## config.mk

```make
export PLATFORM = sky130hd
export DESIGN_NAME = traffic_light_sequencer
export DESIGN_NICKNAME = d
export VERILOG_FILES = /design/src/sv/tls_pkg.sv /design/src/sv/tls_cfg.sv /design/src/sv/tls_step.sv /design/src/sv/traffic_light_sequencer.sv
export SDC_FILE = /design/constraint.sdc
export NUM_CORES = 1
export LEC_CHECK = 0
export BUFFER_PORTS_ARGS = -buffer_cell sky130_fd_sc_hd__buf_2
export CORE_ASPECT_RATIO = 0.8
export CORE_UTILIZATION = 52
export DETAILED_ROUTE_END_ITERATION = 16
export PLACE_DENSITY = 0.72
export SYNTH_ARGS = -nofsm -noshare
export SYNTH_HDL_FRONTEND = slang
export SYNTH_SLANG_ARGS = --single-unit
```

## constraint.sdc

```tcl
create_clock -name clk -period 6.8 [get_ports clk]
set_clock_uncertainty 0.2 [all_clocks]
set_input_delay 1.36 -clock clk [delete_from_list [all_inputs] [get_ports clk]]
set_output_delay 1.36 -clock clk [all_outputs]
set_load 0.05 [all_outputs]
```

## src/sv/tls_pkg.sv

```systemverilog
// Shared types, register map and reset constants for the traffic light sequencer.
package tls_pkg;

  localparam int unsigned TimerW  = 17;
  localparam int unsigned FilterW = 16;
  localparam int unsigned FlashW  = 10;
  localparam int unsigned AddrW   = 5;
  localparam int unsigned DataW   = 32;

  localparam logic [TimerW-1:0]  GreenEndRst   = 17'd60000;
  localparam logic [TimerW-1:0]  YellowEndRst  = 17'd65000;
  localparam logic [TimerW-1:0]  CycleEndRst   = 17'd95000;
  localparam logic [FilterW-1:0] FilterRst     = 16'd50;
  localparam logic [FlashW-1:0]  FlashRst      = 10'd1000;

  // Register indexes; byte address is four times the index.
  typedef enum logic [2:0] {
    REG_GREEN_END  = 3'd0,
    REG_YELLOW_END = 3'd1,
    REG_CYCLE_END  = 3'd2,
    REG_FILTER     = 3'd3,
    REG_FLASH      = 3'd4
  } reg_idx_t;

  typedef enum logic [1:0] {
    PH_GREEN  = 2'd0,
    PH_YELLOW = 2'd1,
    PH_RED    = 2'd2
  } phase_t;

  // Bit positions inside the lamp register.
  localparam int unsigned LampGreen  = 0;
  localparam int unsigned LampYellow = 1;
  localparam int unsigned LampRed    = 2;
  localparam int unsigned LampCar    = 3;

  typedef struct packed {
    logic [TimerW-1:0]  green_end;
    logic [TimerW-1:0]  yellow_end;
    logic [TimerW-1:0]  cycle_end;
    logic [FilterW-1:0] filter;
    logic [FlashW-1:0]  flash;
  } cfg_t;

  typedef struct packed {
    logic       green_lamp;
    logic       yellow_lamp;
    logic       red_lamp;
    logic       car_lamp;
    logic       key_led;
    logic [1:0] light_phase;
  } res_t;

endpackage

```

## src/sv/tls_cfg.sv

```systemverilog
// APB-style register file holding the phase limits, filter length and flash period.
module tls_cfg (
  input  logic                        clk,
  input  logic                        rst_n,
  input  logic                        psel,
  input  logic                        penable,
  input  logic                        pwrite,
  input  logic [tls_pkg::AddrW-1:0]   paddr,
  input  logic [tls_pkg::DataW-1:0]   pwdata,
  output logic [tls_pkg::DataW-1:0]   prdata,
  output tls_pkg::cfg_t               cfg
);

  tls_pkg::cfg_t     cfg_r;
  tls_pkg::reg_idx_t idx;
  logic              wr_en;

  assign idx   = tls_pkg::reg_idx_t'(paddr[4:2]);
  assign wr_en = psel && penable && pwrite;
  assign cfg   = cfg_r;

  always_ff @(posedge clk) begin
    if (!rst_n) begin
      cfg_r.green_end  <= tls_pkg::GreenEndRst;
      cfg_r.yellow_end <= tls_pkg::YellowEndRst;
      cfg_r.cycle_end  <= tls_pkg::CycleEndRst;
      cfg_r.filter     <= tls_pkg::FilterRst;
      cfg_r.flash      <= tls_pkg::FlashRst;
    end else if (wr_en) begin
      case (idx)
        tls_pkg::REG_GREEN_END:  cfg_r.green_end  <= pwdata[tls_pkg::TimerW-1:0];
        tls_pkg::REG_YELLOW_END: cfg_r.yellow_end <= pwdata[tls_pkg::TimerW-1:0];
        tls_pkg::REG_CYCLE_END:  cfg_r.cycle_end  <= pwdata[tls_pkg::TimerW-1:0];
        tls_pkg::REG_FILTER:     cfg_r.filter     <= pwdata[tls_pkg::FilterW-1:0];
        tls_pkg::REG_FLASH:      cfg_r.flash      <= pwdata[tls_pkg::FlashW-1:0];
        default: ;
      endcase
    end
  end

  always_comb begin
    case (idx)
      tls_pkg::REG_GREEN_END:  prdata = {{(tls_pkg::DataW-tls_pkg::TimerW){1'b0}},
                                         cfg_r.green_end};
      tls_pkg::REG_YELLOW_END: prdata = {{(tls_pkg::DataW-tls_pkg::TimerW){1'b0}},
                                         cfg_r.yellow_end};
      tls_pkg::REG_CYCLE_END:  prdata = {{(tls_pkg::DataW-tls_pkg::TimerW){1'b0}},
                                         cfg_r.cycle_end};
      tls_pkg::REG_FILTER:     prdata = {{(tls_pkg::DataW-tls_pkg::FilterW){1'b0}},
                                         cfg_r.filter};
      tls_pkg::REG_FLASH:      prdata = {{(tls_pkg::DataW-tls_pkg::FlashW){1'b0}},
                                         cfg_r.flash};
      default:                 prdata = '0;
    endcase
  end

endmodule

```

## src/sv/tls_step.sv

```systemverilog
// Per-tick state update: phase timer, blink counter, phase sequencer and sensor filter.
module tls_step (
  input  logic          clk,
  input  logic          rst_n,
  input  logic          en,
  input  logic          pin,
  input  tls_pkg::cfg_t cfg,
  output tls_pkg::res_t res
);

  tls_pkg::phase_t                phase_r, phase_nxt;
  logic [tls_pkg::TimerW-1:0]     ptimer_r, ptimer_nxt;
  logic                           prun_r, prun_nxt;
  logic                           det_en_r, det_en_nxt;
  logic [tls_pkg::FilterW-1:0]    fcount_r, fcount_nxt;
  logic                           frun_r, frun_nxt;
  logic                           lock_r, lock_nxt;
  logic                           blink_en_r, blink_en_nxt;
  logic                           key_r, key_nxt;
  logic [3:0]                     lamp_r, lamp_nxt;
  logic [tls_pkg::FlashW-1:0]     bcount_r, bcount_nxt;
  logic [tls_pkg::FlashW-1:0]     bcount_inc;

  always_ff @(posedge clk) begin
    if (!rst_n) begin
      phase_r    <= tls_pkg::PH_GREEN;
      ptimer_r   <= '0;
      prun_r     <= 1'b0;
      det_en_r   <= 1'b0;
      fcount_r   <= '0;
      frun_r     <= 1'b0;
      lock_r     <= 1'b0;
      blink_en_r <= 1'b1;
      key_r      <= 1'b0;
      lamp_r     <= '0;
      bcount_r   <= '0;
    end else if (en) begin
      phase_r    <= phase_nxt;
      ptimer_r   <= ptimer_nxt;
      prun_r     <= prun_nxt;
      det_en_r   <= det_en_nxt;
      fcount_r   <= fcount_nxt;
      frun_r     <= frun_nxt;
      lock_r     <= lock_nxt;
      blink_en_r <= blink_en_nxt;
      key_r      <= key_nxt;
      lamp_r     <= lamp_nxt;
      bcount_r   <= bcount_nxt;
    end
  end

  always_comb begin
    phase_nxt    = phase_r;
    prun_nxt     = prun_r;
    det_en_nxt   = det_en_r;
    frun_nxt     = frun_r;
    lock_nxt     = lock_r;
    blink_en_nxt = blink_en_r;
    key_nxt      = key_r;
    lamp_nxt     = lamp_r;

    // Both timers saturate rather than wrap.
    if (!prun_r) begin
      ptimer_nxt = '0;
    end else if (ptimer_r != '1) begin
      ptimer_nxt = ptimer_r + 1'b1;
    end else begin
      ptimer_nxt = ptimer_r;
    end
    if (frun_r && (fcount_r != '1)) begin
      fcount_nxt = fcount_r + 1'b1;
    end else begin
      fcount_nxt = fcount_r;
    end

    bcount_inc = bcount_r + 1'b1;
    if (bcount_inc >= cfg.flash) begin
      bcount_nxt = '0;
      if (blink_en_r) begin
        key_nxt = !key_r;
      end
    end else begin
      bcount_nxt = bcount_inc;
    end

    case (phase_r)
      tls_pkg::PH_GREEN: begin
        prun_nxt                     = 1'b1;
        lamp_nxt[tls_pkg::LampGreen] = 1'b1;
        lamp_nxt[tls_pkg::LampRed]   = 1'b0;
        det_en_nxt                   = 1'b0;
        if (ptimer_nxt >= cfg.green_end) begin
          phase_nxt = tls_pkg::PH_YELLOW;
        end
      end
      tls_pkg::PH_YELLOW: begin
        lamp_nxt[tls_pkg::LampGreen]  = 1'b0;
        lamp_nxt[tls_pkg::LampYellow] = 1'b1;
        det_en_nxt                    = 1'b1;
        if (ptimer_nxt >= cfg.yellow_end) begin
          phase_nxt = tls_pkg::PH_RED;
        end
      end
      tls_pkg::PH_RED: begin
        lamp_nxt[tls_pkg::LampGreen]  = 1'b0;
        lamp_nxt[tls_pkg::LampYellow] = 1'b0;
        lamp_nxt[tls_pkg::LampRed]    = 1'b1;
        if (ptimer_nxt >= cfg.cycle_end) begin
          phase_nxt  = tls_pkg::PH_GREEN;
          ptimer_nxt = '0;
          prun_nxt   = 1'b0;
        end
      end
      default: ;
    endcase

    // Detection looks at the enable as the phase logic just left it.
    if (det_en_nxt) begin
      if (pin) begin
        lock_nxt     = 1'b0;
        frun_nxt     = 1'b0;
        fcount_nxt   = '0;
        blink_en_nxt = 1'b1;
      end else if (!lock_r) begin
        frun_nxt = 1'b1;
        if (fcount_nxt >= cfg.filter) begin
          frun_nxt                   = 1'b0;
          lock_nxt                   = 1'b1;
          lamp_nxt[tls_pkg::LampCar] = 1'b1;
          key_nxt                    = 1'b1;
          blink_en_nxt               = 1'b0;
        end
      end
    end else begin
      frun_nxt                   = 1'b0;
      lamp_nxt[tls_pkg::LampCar] = 1'b0;
    end

    res.green_lamp  = lamp_nxt[tls_pkg::LampGreen];
    res.yellow_lamp = lamp_nxt[tls_pkg::LampYellow];
    res.red_lamp    = lamp_nxt[tls_pkg::LampRed];
    res.car_lamp    = lamp_nxt[tls_pkg::LampCar];
    res.key_led     = key_nxt;
    res.light_phase = phase_nxt;
  end

  // The car lamp is only ever lit while detection is on.
  a_car_needs_detect: assert property (@(posedge clk) disable iff (!rst_n)
    lamp_r[tls_pkg::LampCar] |-> det_en_r)
    else $error("car lamp lit with detection off");

  // Stopping the blink always leaves the key LED forced on.
  a_blink_off_key_on: assert property (@(posedge clk) disable iff (!rst_n)
    !blink_en_r |-> key_r)
    else $error("blinking stopped but key LED is off");

  // A locked detector never keeps its filter running.
  a_lock_stops_filter: assert property (@(posedge clk) disable iff (!rst_n)
    lock_r |-> !frun_r)
    else $error("filter running while detection is locked");

endmodule

```

## src/sv/traffic_light_sequencer.sv

```systemverilog
// Top level of the traffic light sequencer: stream ports, input stage and result register.
//
// Each input beat is one 1 ms tick carrying the sensor pin level; each tick yields exactly
// one result beat with the green, yellow, red and car lamp drives, the key LED and the
// current phase code. A beat is registered on entry, the whole tick update (timers,
// blink counter, phase sequencer, sensor filter) is done by short logic, and the result
// lands in an output register, so the block takes one tick per clock cycle while the
// result consumer does not stall. The input stage and the result register each hold one
// beat, so a stalled result consumer holds back at most two ticks before in_tready drops.
// The phase limits, filter length and flash period sit in an APB-style register file at
// byte addresses 0, 4, 8, 12 and 16; write them only while no tick is in flight.
module traffic_light_sequencer (
  input  logic                        clk,
  input  logic                        rst_n,
  input  logic                        in_tvalid,
  output logic                        in_tready,
  input  logic [7:0]                  in_tdata,    // [0] pin_level, [7:1] zero
  output logic                        out_tvalid,
  input  logic                        out_tready,
  // [0] green_lamp, [1] yellow_lamp, [2] red_lamp, [3] car_lamp, [4] key_led,
  // [6:5] light_phase, [7] zero
  output logic [7:0]                  out_tdata,
  input  logic                        cfg_psel,
  input  logic                        cfg_penable,
  input  logic                        cfg_pwrite,
  input  logic [tls_pkg::AddrW-1:0]   cfg_paddr,
  input  logic [tls_pkg::DataW-1:0]   cfg_pwdata,
  output logic [tls_pkg::DataW-1:0]   cfg_prdata,
  output logic                        cfg_pready
);

  tls_pkg::cfg_t cfg;
  tls_pkg::res_t res;

  logic          s1_valid_r, s1_valid_nxt;
  logic          s1_pin_r;
  logic          out_valid_r, out_valid_nxt;
  tls_pkg::res_t out_res_r;
  logic          in_acc;
  logic          advance;

  assign cfg_pready = 1'b1;

  tls_cfg u_cfg (
    .clk     (clk),
    .rst_n   (rst_n),
    .psel    (cfg_psel),
    .penable (cfg_penable),
    .pwrite  (cfg_pwrite),
    .paddr   (cfg_paddr),
    .pwdata  (cfg_pwdata),
    .prdata  (cfg_prdata),
    .cfg     (cfg)
  );

  // The tick in the input stage moves on whenever the result register is free or
  // is being drained in this same cycle.
  assign advance   = s1_valid_r && (!out_valid_r || out_tready);
  assign in_tready = !s1_valid_r || !out_valid_r || out_tready;
  assign in_acc    = in_tvalid && in_tready;

  tls_step u_step (
    .clk   (clk),
    .rst_n (rst_n),
    .en    (advance),
    .pin   (s1_pin_r),
    .cfg   (cfg),
    .res   (res)
  );

  always_comb begin
    if (in_acc) begin
      s1_valid_nxt = 1'b1;
    end else if (advance) begin
      s1_valid_nxt = 1'b0;
    end else begin
      s1_valid_nxt = s1_valid_r;
    end
    if (advance) begin
      out_valid_nxt = 1'b1;
    end else if (out_tready) begin
      out_valid_nxt = 1'b0;
    end else begin
      out_valid_nxt = out_valid_r;
    end
  end

  always_ff @(posedge clk) begin
    if (!rst_n) begin
      s1_valid_r  <= 1'b0;
      out_valid_r <= 1'b0;
    end else begin
      s1_valid_r  <= s1_valid_nxt;
      out_valid_r <= out_valid_nxt;
    end
  end

  always_ff @(posedge clk) begin
    if (in_acc) begin
      s1_pin_r <= in_tdata[0];
    end
    if (advance) begin
      out_res_r <= res;
    end
  end

  assign out_tvalid = out_valid_r;
  assign out_tdata  = {1'b0, out_res_r.light_phase, out_res_r.key_led, out_res_r.car_lamp,
                       out_res_r.red_lamp, out_res_r.yellow_lamp, out_res_r.green_lamp};

  // A tick that moves on from the input stage always shows up as a result beat.
  a_advance_fills_out: assert property (@(posedge clk) disable iff (!rst_n)
    advance |=> out_tvalid)
    else $error("tick advanced but no result beat appeared");

endmodule
```

Yosys cells after proc, flatten, opt, wreduce, memory -nomap -nowiden
Cells that the tools add are included.
- output and inout port bits: 43
- flip-flop bits (word level): 142
- input bits: 52
- $add $sub $neg: 3
- equality and inequality tests: 11
- multiplexer cells: 43
- order comparisons: 5
- reduce and logical (&&, ||, !) cells: 27
- operators by type and width (cell ; number):
    one-hot mux 17 bit (5 select lines) ; 1
    two-way mux 17 bit ; 4
    >= comparator 17 bit ; 3
    two-way mux 16 bit ; 3
    two-way mux 1 bit ; 25
    adder 17 x 1 -> 17 bit, second input constant ; 1
    inequality test 17 bit, second input constant ; 1
    adder 16 x 1 -> 16 bit, second input constant ; 1
    >= comparator 16 bit ; 1
    inequality test 16 bit, second input constant ; 1
    AND reduction 2 bit ; 7
    adder 10 x 1 -> 10 bit, second input constant ; 1
    >= comparator 10 bit ; 1
    two-way mux 10 bit ; 1
    one-hot mux 1 bit (2 select lines) ; 5
    nonzero test 2 bit ; 4
    == test 3 x 2 -> 1 bit, second input constant ; 2
    two-way mux 2 bit ; 3
    one-hot mux 2 bit (3 select lines) ; 1
    logical AND 1 bit ; 5
    AND reduction 4 bit ; 1
    == test 3 x 1 -> 1 bit, second input constant ; 1
    == test 3 bit, second input constant ; 1
    zero test 1 bit ; 3
    10 further kinds ; 12

Logic depth before layout (Yosys ltp)
Gate-level depths: netlist of the first run.
- depth in word-level cells: 8
- depth in mapped cells: 16
- gate-level depth less buffers: 14

Modules after synthesis
A second synthesis of the first run with hierarchy kept.
- cell total of the unflattened synthesis: 1101
- area total of the unflattened synthesis: 9412.8 µm²
- by module, submodules not included (module ; area an instance (µm²) ; seq. area each (µm²) ; cells each ; times used):
    tls_step ; 5312.6 ; 1101.1 ; 677 ; 1
    tls_cfg ; 3733.6 ; 1541.5 ; 403 ; 1
    traffic_light_sequencer ; 366.6 ; 280.3 ; 21 ; 1

Worst setup path before layout of the first run
No wires, ideal clock.
- path type: input-to-output
- start point: input port cfg_paddr[4] (netlist name)
- end point: output port cfg_prdata[0] (netlist name)
- path buffers: 2
- arrival time: 3148 ps
- stages on the path: 5
- slack: 2092 ps
- cell sequence: buf_1 > clkbuf_1 > nor2_1 > a21oi_1 > o22ai_1
- longest elaborated chain between the ends: 2
- ends and longest elaborated chain (item ; RTL line ; text):
    start: declaration ; traffic_light_sequencer.sv:26 ; input logic [tls_pkg::AddrW-1:0] cfg_paddr,
    == test 3 bit (tied with other cells) ; tls_cfg.sv:42 ; case (idx)
    one-hot mux 17 bit (5 select lines) * ; tls_cfg.sv:42 ;
    end: declaration ; traffic_light_sequencer.sv:28 ; output logic [tls_pkg::DataW-1:0] cfg_prdata,
Mark *: on every way between the ends. The rest lies on a longest branch, timed or not.

Final worst setup path of the first run
- start point: input port cfg_paddr[3] (netlist name)
- end point: output port cfg_prdata[4] (netlist name)
The elaborated chain is that of the path after synthesis.

==> results of run 1 <==
==> tightest hold or removal path: cells and delay by family, from the launching register on <==
family	cells	cell delay, ps
compound gates	1	50
flops	1	310
simple gates	1	50
==> routing by layer <==
layer  vias up  track usage  wire length [um]
met5         -            0                 0
met4         0       0.0612               248
met3        22       0.0571              1830
met2       303        0.380              9380
met1      3659        0.414             11500
li1       3833            -                 -
==> power by group through the flow <==
stage	clock network [mW]	registers (mW)	logic, mW
after floorplan	0	0.877	0.119
after global placement	0	0.874	0.160
after detailed placement	0	0.874	0.161
after CTS	1.02	0.856	0.162
after global routing	1.06	0.857	0.175
final	1.01	0.856	0.163
==> through the flow <==
stage	setup WS, ps	area (um^2)	hold WS [ps]	util
2_1_floorplan	2090	8850	234	-
6_report	1480	9790	255	0.591
3_3_place_gp	1650	9150	244	0.553
3_5_place_dp	1580	9150	251	0.553
4_1_cts	1570	9790	259	0.591
5_1_grt	1310	9790	290	0.591
==> layout make-up <==
type                    count  area, um^2  area share
multi-input cells         790        5280       0.539
flip-flops and latches    142        2920       0.299
clock buffers              22         474      0.0485
repair buffers             63         340      0.0348
inverters                  89         334      0.0341
well taps                 220         275      0.0281
clock inverters            10         163      0.0166
==> cell families (layout without fill, tap and decap cells) <==
kind of cell	after synthesis	count (layout)
buf+inv	158	184
flops	142	142
compound gates	268	268
fa+ha+maj	84	84
mux	42	42
xor+xnor	32	32
simple gates	347	347
other cells	2	17
==> placed cells by master, fill, tap and decap left out, types with 4 or more instances in the layout <==
cell type    n
nand2_1    160
o21a_1       7
o211ai_1    31
nand2b_1     6
a21oi_1     97
dfxtp_1    134
o31ai_1     10
mux4_2       6
inv_1       88
conb_1      17
nand4_1     22
and2_1      15
buf_2       53
a32o_1      17
nor2b_1     12
o21ai_0     39
a211oi_1     8
bufinv_16    4
ha_1        84
nor2_1      48
a21o_1      10
and3_1      11
a21boi_0     7
clkbuf_16   17
xnor2_1     19
xor2_1      13
nor3_1      12
nor4_1       5
nand3_1     31
nor3b_1      5
o22ai_1     10
a31oi_1     10
edfxtp_1     8
buf_4       10
mux2i_1     33
==> worst paths after layout <==
kind,from,cells after the start,to,slack (ps)
worst min register to register,u_step.lamp_r[2],2,u_step.lamp_r[2],250
worst min-delay path,u_step.lamp_r[2],2,u_step.lamp_r[2],250
worst max register to register,u_step.ptimer_r[0],13,out_tdata[5],2270
worst max-delay path,cfg_paddr[3],6,cfg_prdata[4],1480
==> registers in the layout, indices dropped and copies added, names as in the netlist <==
| register | flops |
|---|---|
| u_step.fcount_r | 16 |
| s1_valid_r | 1 |
| u_step.ptimer_r | 17 |
| u_step.key_r | 1 |
| out_tvalid | 1 |
| out_tdata | 7 |
| u_step.det_en_r | 1 |
| u_step.lamp_r | 4 |
| u_step.frun_r | 1 |
| u_cfg.cfg | 77 |
| u_step.lock_r | 1 |
| u_step.bcount_r | 10 |
| s1_pin_r | 1 |
| u_step.blink_en_r | 1 |
| u_step.prun_r | 1 |
| u_step.phase_r | 2 |
==> summary.txt, run 1 <==
Timing
  – Final hold violation count: 0
  – Worst-margin pin slew: 1090 ps
  – Setup TNS: 0 ps
  – RSZ-0062 raised after global routing: false
  – Final worst-path cycle share: 0.782
  – Max Clock Freq: 188 MHz
  – Count of final setup violators: 0
  – Final critical-path required period: 5320 ps
  – Max Slew Vio Count: 0
  – Worst rel slew slack: 0.273

Power and ir drop
  – Switching Share: 0.245
  – Psw: 0.496 mW
  – Internal cell power: 1.53 mW
  – P per Cell Area: 207 mW/mm^2
  – Worst vdd ir: 147 uV
  – Power Total: 2.03 mW
  – Seq pwr share: 0.422
  – Power share of the clock group: 0.497
  – Combinational share of power: 0.080
  – Leakage: 4.31 nW

Final layout
  – Layout Cells excl Fill: 1336
  – Final #Nets: 1239
  – Fillcell total: 1474
  – Share of cells above drive strength 1: 0.104
  – # diodes: 0
  – Area Growth Syn to Fin: 11.3%

Floorplanning
  – Starting Density: 0.531
  – FP Rows: 42
  – Die X: 147 um
  – Core Area: 0.0166 mm^2
  – # IOs: 95
  – Die H: 118 um
  – Die ar.: 0.0174 mm^2

Drt
  – DR WL/cell: 17.2 um
  – Vias per std cell: 5.85
  – 1st-iter DRT viols: 713
  – Drt total wl: 23000 um
  – DR pass1 iterations: 6
  – Remaining DRCs: 0
  – Routed Antenna Nets: 0
  – Via count: 7817

Placement
  – Input/output buffers: 53
  – Post-DP HPWL: 16600 um
  – Placed insts: 1304
  – GP Congestion: 0.863

Worst setup path
  – Critical Path Start Type: input port
  – CP bufs+invs: 3
  – CP Cell Sequence: buf_2 -> inv_1 -> nor2_1 -> a21oi_1 -> o22ai_1 -> buf_2
  – WS Path Type: in -> out
  – Data arrival, critical path: 3760 ps
  – CP required: 5240 ps
  – Slowest CP cell: nor2_1
  – Worst Path Max Fanout: 33
  – Crit end category: primary output
  – Cell mode on critical path: buf_2
  – CP max stage delay: 710 ps
  – Cell class contributing the biggest share of worst-path delay: buffers and inverters

Yosys
  – Post-synthesis instance total: 1075
  – Synth Flop Type: dfxtp_1
  – Post-synth top area cell: dfxtp_1
  – Post-synthesis sequential area ratio: 0.333
  – Synth Area in Simple Gates: 0.188
  – Yosys cell types: 64
  – Adder-cell share of the synthesized area: 0.120
  – Area contributors post-synth: dfxtp_1 (31%), ha_1 (12%), nand2_1 (6.8%), a21oi_1 (5.5%), inv_1 (3.8%)
  – Synth cell count leaders: nand2_1 (160), dfxtp_1 (134), a21oi_1 (97), inv_1 (89), ha_1 (84)
  – Most instantiated library cell after synthesis: nand2_1
  – Area fraction of the dominant cell type after synthesis: 0.305
  – Post-Syn Area per Cell: 8.18 um^2
  – Synth Area in XOR/XNOR: 0.0319
  – EDFF count, synth: 8
  – Yosys warns: 0
  – Netlist Area Pre-Place: 0.00879 mm^2
  – Main combinational cell family by area after synthesis: compound AO/OA/AOI/OAI gates
  – Asr flop ratio synth: 0
  – Synth Area in Compound Gates: 0.195
  – Multiplexer share of the synthesized area: 0.0568
  – Seq cells post-synth: 142

CTS
  – CTS root buf: clkbuf_16
  – Post-CTS Hold Buffers: 0
  – CTS Buf Count: 17
  – Max Root-Sink Buffers: 2
  – Clock sink count: 142
  – CTS tree: built
  – # resized after CTS: 0
  – Clk_lat worst skew: 430 ps
  – Htree depth: 4
  – Post-CTS setup buffers: 0
  – Reg clk slew, reported paths: 60 ps

Flow run
  – Max-Cap Viols: 0

Status
  – Status: completed

Worst hold path
  – Worst hold path class: reg -> reg

Global route
  – Grt total ovfl: 0
  – Largest net degree at the start of global routing: 58
  – First-pass GRT wire length: 36900 um
  – Initial antenna violation count: 0
  – GRT Overall Usage: 0.270
  – Vias in the first global route: 6944
No activity file was read; power rests on OpenSTA's default activity.
==> inputs of run 2 (changes only) <==
clock period = 5.1 ns   (was 6.8 ns; I/O delays follow)
==> summary.txt, run 2 (synthesized netlist as in run 1, its figures left out) <==
Status
  – Status: completed

CTS
  – Max Root-Sink Buffers: 2 (unchanged)
  – CTS Buf Count: 17 (unchanged)
  – Htree depth: 4 (unchanged)
  – # resized after CTS: 0 (unchanged)
  – CTS tree: built
  – Clock sink count: 142 (unchanged)
  – CTS root buf: clkbuf_16
  – Post-CTS Hold Buffers: 0 (unchanged)
  – Clk_lat worst skew: 440 ps (about the same)
  – Post-CTS setup buffers: 0 (unchanged)
  – Reg clk slew, reported paths: 60 ps (about the same)

Worst setup path
  – CP required: 5060 ps (-180 ps)
  – Critical Path Start Type: flop
  – CP bufs+invs: 1 (-2)
  – Slowest CP cell: a2111oi_0
  – Cell class contributing the biggest share of worst-path delay: simple AND/OR/NAND/NOR gates
  – CP max stage delay: 660 ps (-50 ps)
  – CP Cell Sequence: ha_1 -> inv_1 -> nor4_4 -> nand4b_1 -> xnor2_1 -> and2_1 -> ha_1 -> nand4_1 -> nor3_1 -> nor3b_1 -> a2111oi_0 -> a2111oi_0 -> nor2_1
  – Data arrival, critical path: 4390 ps (+630 ps)
  – Crit end category: flop
  – WS Path Type: reg -> reg
  – Worst Path Max Fanout: 9 (-73%)

Drt
  – DR WL/cell: 17.3 um (+0.64%)
  – Remaining DRCs: 0 (unchanged)
  – WL met3: 1990 um (+8.6%)
  – 1st-iter DRT viols: 711 (-0.28%)
  – DR top layer: met4
  – Routed Antenna Nets: 0 (unchanged)
  – Vias per std cell: 5.91 (+1.0%)
  – Met1 WL: 11300 um (-2.1%)
  – DR pass1 iterations: 7 (+1)
  – Metal2 WL: 9670 um (+3.1%)
  – Via count: 7928 (+1.4%)
  – Drt total wl: 23200 um (+1.0%)

Global route
  – Grt total ovfl: 0 (unchanged)
  – First-pass GRT wire length: 37300 um (+1.0%)
  – Initial antenna violation count: 0 (unchanged)
  – Vias in the first global route: 7206 (+3.8%)
  – GRT Overall Usage: 0.273 (+0.00307)
  – Largest net degree at the start of global routing: 47 (-19%)

Floorplanning
  – Die H: 118 um (unchanged)
  – Core Area: 0.0166 mm^2 (unchanged)
  – # IOs: 95 (unchanged)
  – FP Rows: 42 (unchanged)
  – Starting Density: 0.531 (unchanged)
  – Die X: 147 um (unchanged)
  – Die ar.: 0.0174 mm^2 (unchanged)

Final layout
  – Largest register FFs: 77 (unchanged)
  – Share of cells above drive strength 1: 0.110 (+0.00578)
  – Seq. cell area: 0.00292 mm^2 (unchanged)
  – Area Growth Syn to Fin: 11.8%
  – Commonest cells after routing, fill and taps aside: nand2_1 (160), dfxtp_1 (134), a21oi_1 (97)
  – Most common cell after layout, fill and taps aside: nand2_1
  – Fin area: 0.00982 mm^2 (+0.37%)
  – Utilization after layout: 0.593 (+0.00219)
  – # diodes: 0 (unchanged)
  – Final #Nets: 1244 (+0.40%)
  – Layout Cells excl Fill: 1341 (+0.37%)
  – Fillcell total: 1502 (+1.9%)
  – Multi-input logic area: 0.00528 mm^2 (unchanged)

Timing
  – Worst-margin pin slew: 1170 ps (+82.5 ps)
  – Setup TNS: 0 ps (unchanged)
  – Max Clock Freq: 226 MHz
  – Final worst-path cycle share: 0.868
  – Final hold violation count: 0 (unchanged)
  – Final critical-path required period: 4430 ps
  – Count of final setup violators: 0 (unchanged)
  – Setup ws final: 671 ps (-812 ps)
  – Worst rel slew slack: 0.218 (-0.0550)
  – RSZ-0062 raised after global routing: false
  – Max Slew Vio Count: 0 (unchanged)

Placement
  – Placed insts: 1309 (+0.38%)
  – Post-Place Setup Slack: 718 ps (-860 ps)
  – GP Congestion: 0.869 (+0.65%)
  – Placed instance area: 0.00919 mm^2 (+0.41%)
  – Post-DP HPWL: 16900 um (+2.3%)
  – Input/output buffers: 53 (unchanged)

Worst hold path
  – Worst hold path class: reg -> reg

Power and ir drop
  – Combinational share of power: 0.082 (+0.002)
  – Switching Share: 0.258 (+0.0130)
  – Psw: 0.699 mW (+41%)
  – Leakage: 4.34 nW (+0.70%)
  – Seq pwr share: 0.420 (-0.002)
  – P per Cell Area: 276 mW/mm^2 (+33%)
  – Power share of the clock group: 0.498 (about the same)
  – Worst vdd ir: 224 uV (+53%)
  – Internal cell power: 2.01 mW (+31%)

Flow run
  – Max-Cap Viols: 0 (unchanged)
[run 2: changes by cell type in the layout (fill, tap and decap cells not counted)]
cell	previous run	this run
buf_4	10	15
clkbuf_1	2	0
clkbuf_8	3	0
clkinv_4	2	3
clkinvlp_4	2	1
inv_4	0	1
inv_6	0	2
inv_8	0	2
[run 2: worst register-to-register path, cell delays in order (launching register included)]
cell and delay (ps):
dfxtp_1 420, ha_1 260, inv_1 90, nor4_4 510, nand4b_1 180, xnor2_1 150, and2_1 210, ha_1 320
nand4_1 150, nor3_1 270, nor3b_1 430, a2111oi_0 210, a2111oi_0 660, nor2_1 100
[run 2: power groups by stage]
stage	clock network [mW]	logic [mW]	registers (mW)
floorplan	0	0.158	1.17
global placement	0	0.216	1.16
detailed placement	0	0.218	1.16
CTS	1.36	0.220	1.14
global route	1.41	0.236	1.14
finish	1.35	0.221	1.14
[run 2: area by class of cell]
cell class	count	area share
Sequential cell	142	0.298
Timing Repair Buffer	68	0.0385
Inverter	89	0.0340
Multi-Input combinational cell	790	0.537
Tap cell	220	0.0280
Clock buffer	17	0.0433
Clock inverter	15	0.0214
[run 2: worst paths after layout]
kind / slack [ps] / cells past startpoint / start / end
hold / removal: 260 / 2 / u_step.lamp_r[0] / u_step.lamp_r[0]
setup / recovery: 670 / 13 / u_step.ptimer_r[0] / out_tdata[5]
hold reg to reg: 260 / 2 / u_step.lamp_r[0] / u_step.lamp_r[0]
setup reg to reg: 670 / 13 / u_step.ptimer_r[0] / out_tdata[5]
[run 2: metal layers]
layer,track usage,vias to the layer above
li1,-,3858
met1,0.411,3718
met2,0.392,327
met3,0.0506,25
met4,0.0773,0
met5,0,-
[run 2: through the flow]
step | total power [mW] | hold WS [ps]
6_report | 2.71 | 257
4_1_cts | 2.72 | 256
2_1_floorplan | 1.33 | 234
5_1_grt | 2.79 | 284
3_5_place_dp | 1.38 | 248
3_3_place_gp | 1.38 | 246
==> inputs of run 3 (changes only) <==
MAX_ROUTING_LAYER = met4   (was not set)
==> summary.txt, run 3 (synthesized netlist as in run 1, its figures left out) <==
Status
  – Status: completed

Timing
  – Count of final setup violators: 0 (unchanged)
  – Final hold violation count: 0 (unchanged)
  – Worst rel slew slack: 0.212 (-0.00622)
  – Worst-margin pin slew: 1180 ps (+9.33 ps)
  – Setup TNS: 0 ps (unchanged)
  – Final worst-path cycle share: 0.866 (-0.00216)
  – RSZ-0062 raised after global routing: false
  – Final critical-path required period: 4420 ps (-11.0 ps)
  – Max Slew Vio Count: 0 (unchanged)
  – Max Clock Freq: 226 MHz (+0.25%)

Final layout
  – Multi-input logic area: 0.00528 mm^2 (unchanged)
  – Most common cell after layout, fill and taps aside: nand2_1
  – Seq. cell area: 0.00292 mm^2 (unchanged)
  – # diodes: 0 (unchanged)
  – Share of cells above drive strength 1: 0.110 (unchanged)
  – Largest register FFs: 77 (unchanged)
  – Commonest cells after routing, fill and taps aside: nand2_1 (160), dfxtp_1 (134), a21oi_1 (97)
  – Final #Nets: 1244 (unchanged)
  – Fin area: 0.00982 mm^2 (unchanged)
  – Fillcell total: 1502 (unchanged)
  – Area Growth Syn to Fin: 11.8% (unchanged)

CTS
  – CTS root buf: clkbuf_16
  – Max Root-Sink Buffers: 2 (unchanged)
  – Post-CTS setup buffers: 0 (unchanged)
  – Htree depth: 4 (unchanged)
  – Clock sink count: 142 (unchanged)
  – CTS tree: built
  – Post-CTS Hold Buffers: 0 (unchanged)
  – # resized after CTS: 0 (unchanged)
  – Reg clk slew, reported paths: 60 ps (about the same)
  – Clk_lat worst skew: 440 ps (about the same)
  – CTS Buf Count: 17 (unchanged)

Flow run
  – Max-Cap Viols: 0 (unchanged)

Worst setup path
  – Worst Path Max Fanout: 9 (unchanged)
  – FF-to-FF Start: u_step.ptimer_r[0]
  – Crit. Startpoint: u_step.ptimer_r[0]
  – Reg2reg path depth: 13 (unchanged)
  – Reg-to-Reg End: out_tdata[5]
  – Worst setup path end: out_tdata[5]
  – CP max stage delay: 670 ps (about the same)
  – CP bufs+invs: 1 (unchanged)
  – Slowest CP cell: a2111oi_0
  – Data arrival, critical path: 4380 ps (about the same)
  – CP Cell Sequence: ha_1 -> inv_1 -> nor4_4 -> nand4b_1 -> xnor2_1 -> and2_1 -> ha_1 -> nand4_1 -> nor3_1 -> nor3b_1 -> a2111oi_0 -> a2111oi_0 -> nor2_1
  – Crit end category: flop
  – Cell class contributing the biggest share of worst-path delay: simple AND/OR/NAND/NOR gates
  – Critical Path Start Type: flop
  – CP required: 5060 ps (about the same)
  – Critical path depth in cells: 13 (unchanged)
  – WS Path Type: reg -> reg
  – FF-to-FF setup slack: 680 ps (about the same)

Floorplanning
  – # IOs: 95 (unchanged)
  – Die X: 147 um (unchanged)
  – Core Area: 0.0166 mm^2 (unchanged)
  – Die ar.: 0.0174 mm^2 (unchanged)
  – Die H: 118 um (unchanged)
  – FP Rows: 42 (unchanged)
  – Starting Density: 0.531 (unchanged)

Drt
  – DR pass1 iterations: 5 (-2)
  – Remaining DRCs: 0 (unchanged)
  – Via count: 7894 (-0.43%)
  – 1st-iter DRT viols: 727 (+2.3%)
  – DR WL/cell: 17.4 um (+0.34%)
  – Routed Antenna Nets: 0 (unchanged)
  – Vias per std cell: 5.89 (-0.43%)
  – Drt total wl: 23300 um (+0.34%)

Global route
  – Largest net degree at the start of global routing: 47 (unchanged)
  – Initial antenna violation count: 0 (unchanged)
  – GRT Overall Usage: 0.281 (+0.00823)
  – Grt total ovfl: 0 (unchanged)
  – Vias in the first global route: 7199 (-0.097%)
  – First-pass GRT wire length: 37300 um (about the same)

Placement
  – Placed instance area: 0.00919 mm^2 (unchanged)
  – GP Congestion: 0.883 (+1.6%)
  – Post-DP HPWL: 16900 um (unchanged)
  – Input/output buffers: 53 (unchanged)

Power and ir drop
  – Leakage: 4.34 nW (unchanged)
  – Worst vdd ir: 224 uV (+0.10%)
  – P per Cell Area: 276 mW/mm^2 (about the same)

Worst hold path
  – Min-delay src: u_step.lamp_r[0]
  – Worst hold path class: reg -> reg
[run 3: cell counts in the layout (fill, tap and decap cells not counted)]
No cell type changed its count.
[run 3: worst min-delay path, stage by stage (launching register included)]
cell     delay (ps)
dfxtp_1         310
nand2_1          50
a21oi_1          50
[run 3: worst min-delay path by stage]
stage	endpoint	cells after the start
after floorplan	u_step.lamp_r[1]	2
after global placement	u_step.lamp_r[1]	2
after detailed placement	u_step.lamp_r[0]	2
after CTS	u_step.lamp_r[0]	2
after global routing	u_step.lamp_r[3]	2
final	u_step.lamp_r[0]	2
[run 3: area by class of cell]
class,count,area share
clock buffer,17,0.0433
timing repair buffer,68,0.0385
clock inverter,15,0.0214
tap,220,0.0280
inverter,89,0.0340
sequential,142,0.298
multi-input combinational,790,0.537
[run 3: report_power, final]
| group | internal [mW] | total, mW | switching (mW) |
|---|---|---|---|
| logic | 0.0548 | 0.221 | 0.167 |
| registers | 1.13 | 1.14 | 0.00924 |
| clock network | 0.828 | 1.35 | 0.523 |
[run 3: stage by stage]
step	util	hold WS [ps]	instances	power [mW]	worst slack, ps
3_5_place_dp	0.555	248	1309	1.38	718
4_1_cts	0.593	256	1341	2.72	713
3_3_place_gp	0.555	246	1309	1.38	794
6_report	0.593	257	1341	2.71	682
5_1_grt	0.593	284	1341	2.79	305
2_1_floorplan	-	234	1090	1.33	1070
[run 3: layer usage]
| metal | up-vias | global-route usage | part of all wire |
|---|---|---|---|
| li1 | 3865 | - | - |
| met1 | 3699 | 0.412 | 0.50 |
| met2 | 305 | 0.392 | 0.41 |
| met3 | 25 | 0.0506 | 0.075 |
| met4 | 0 | 0.0773 | 0.012 |
| met5 | - | - | 0 |
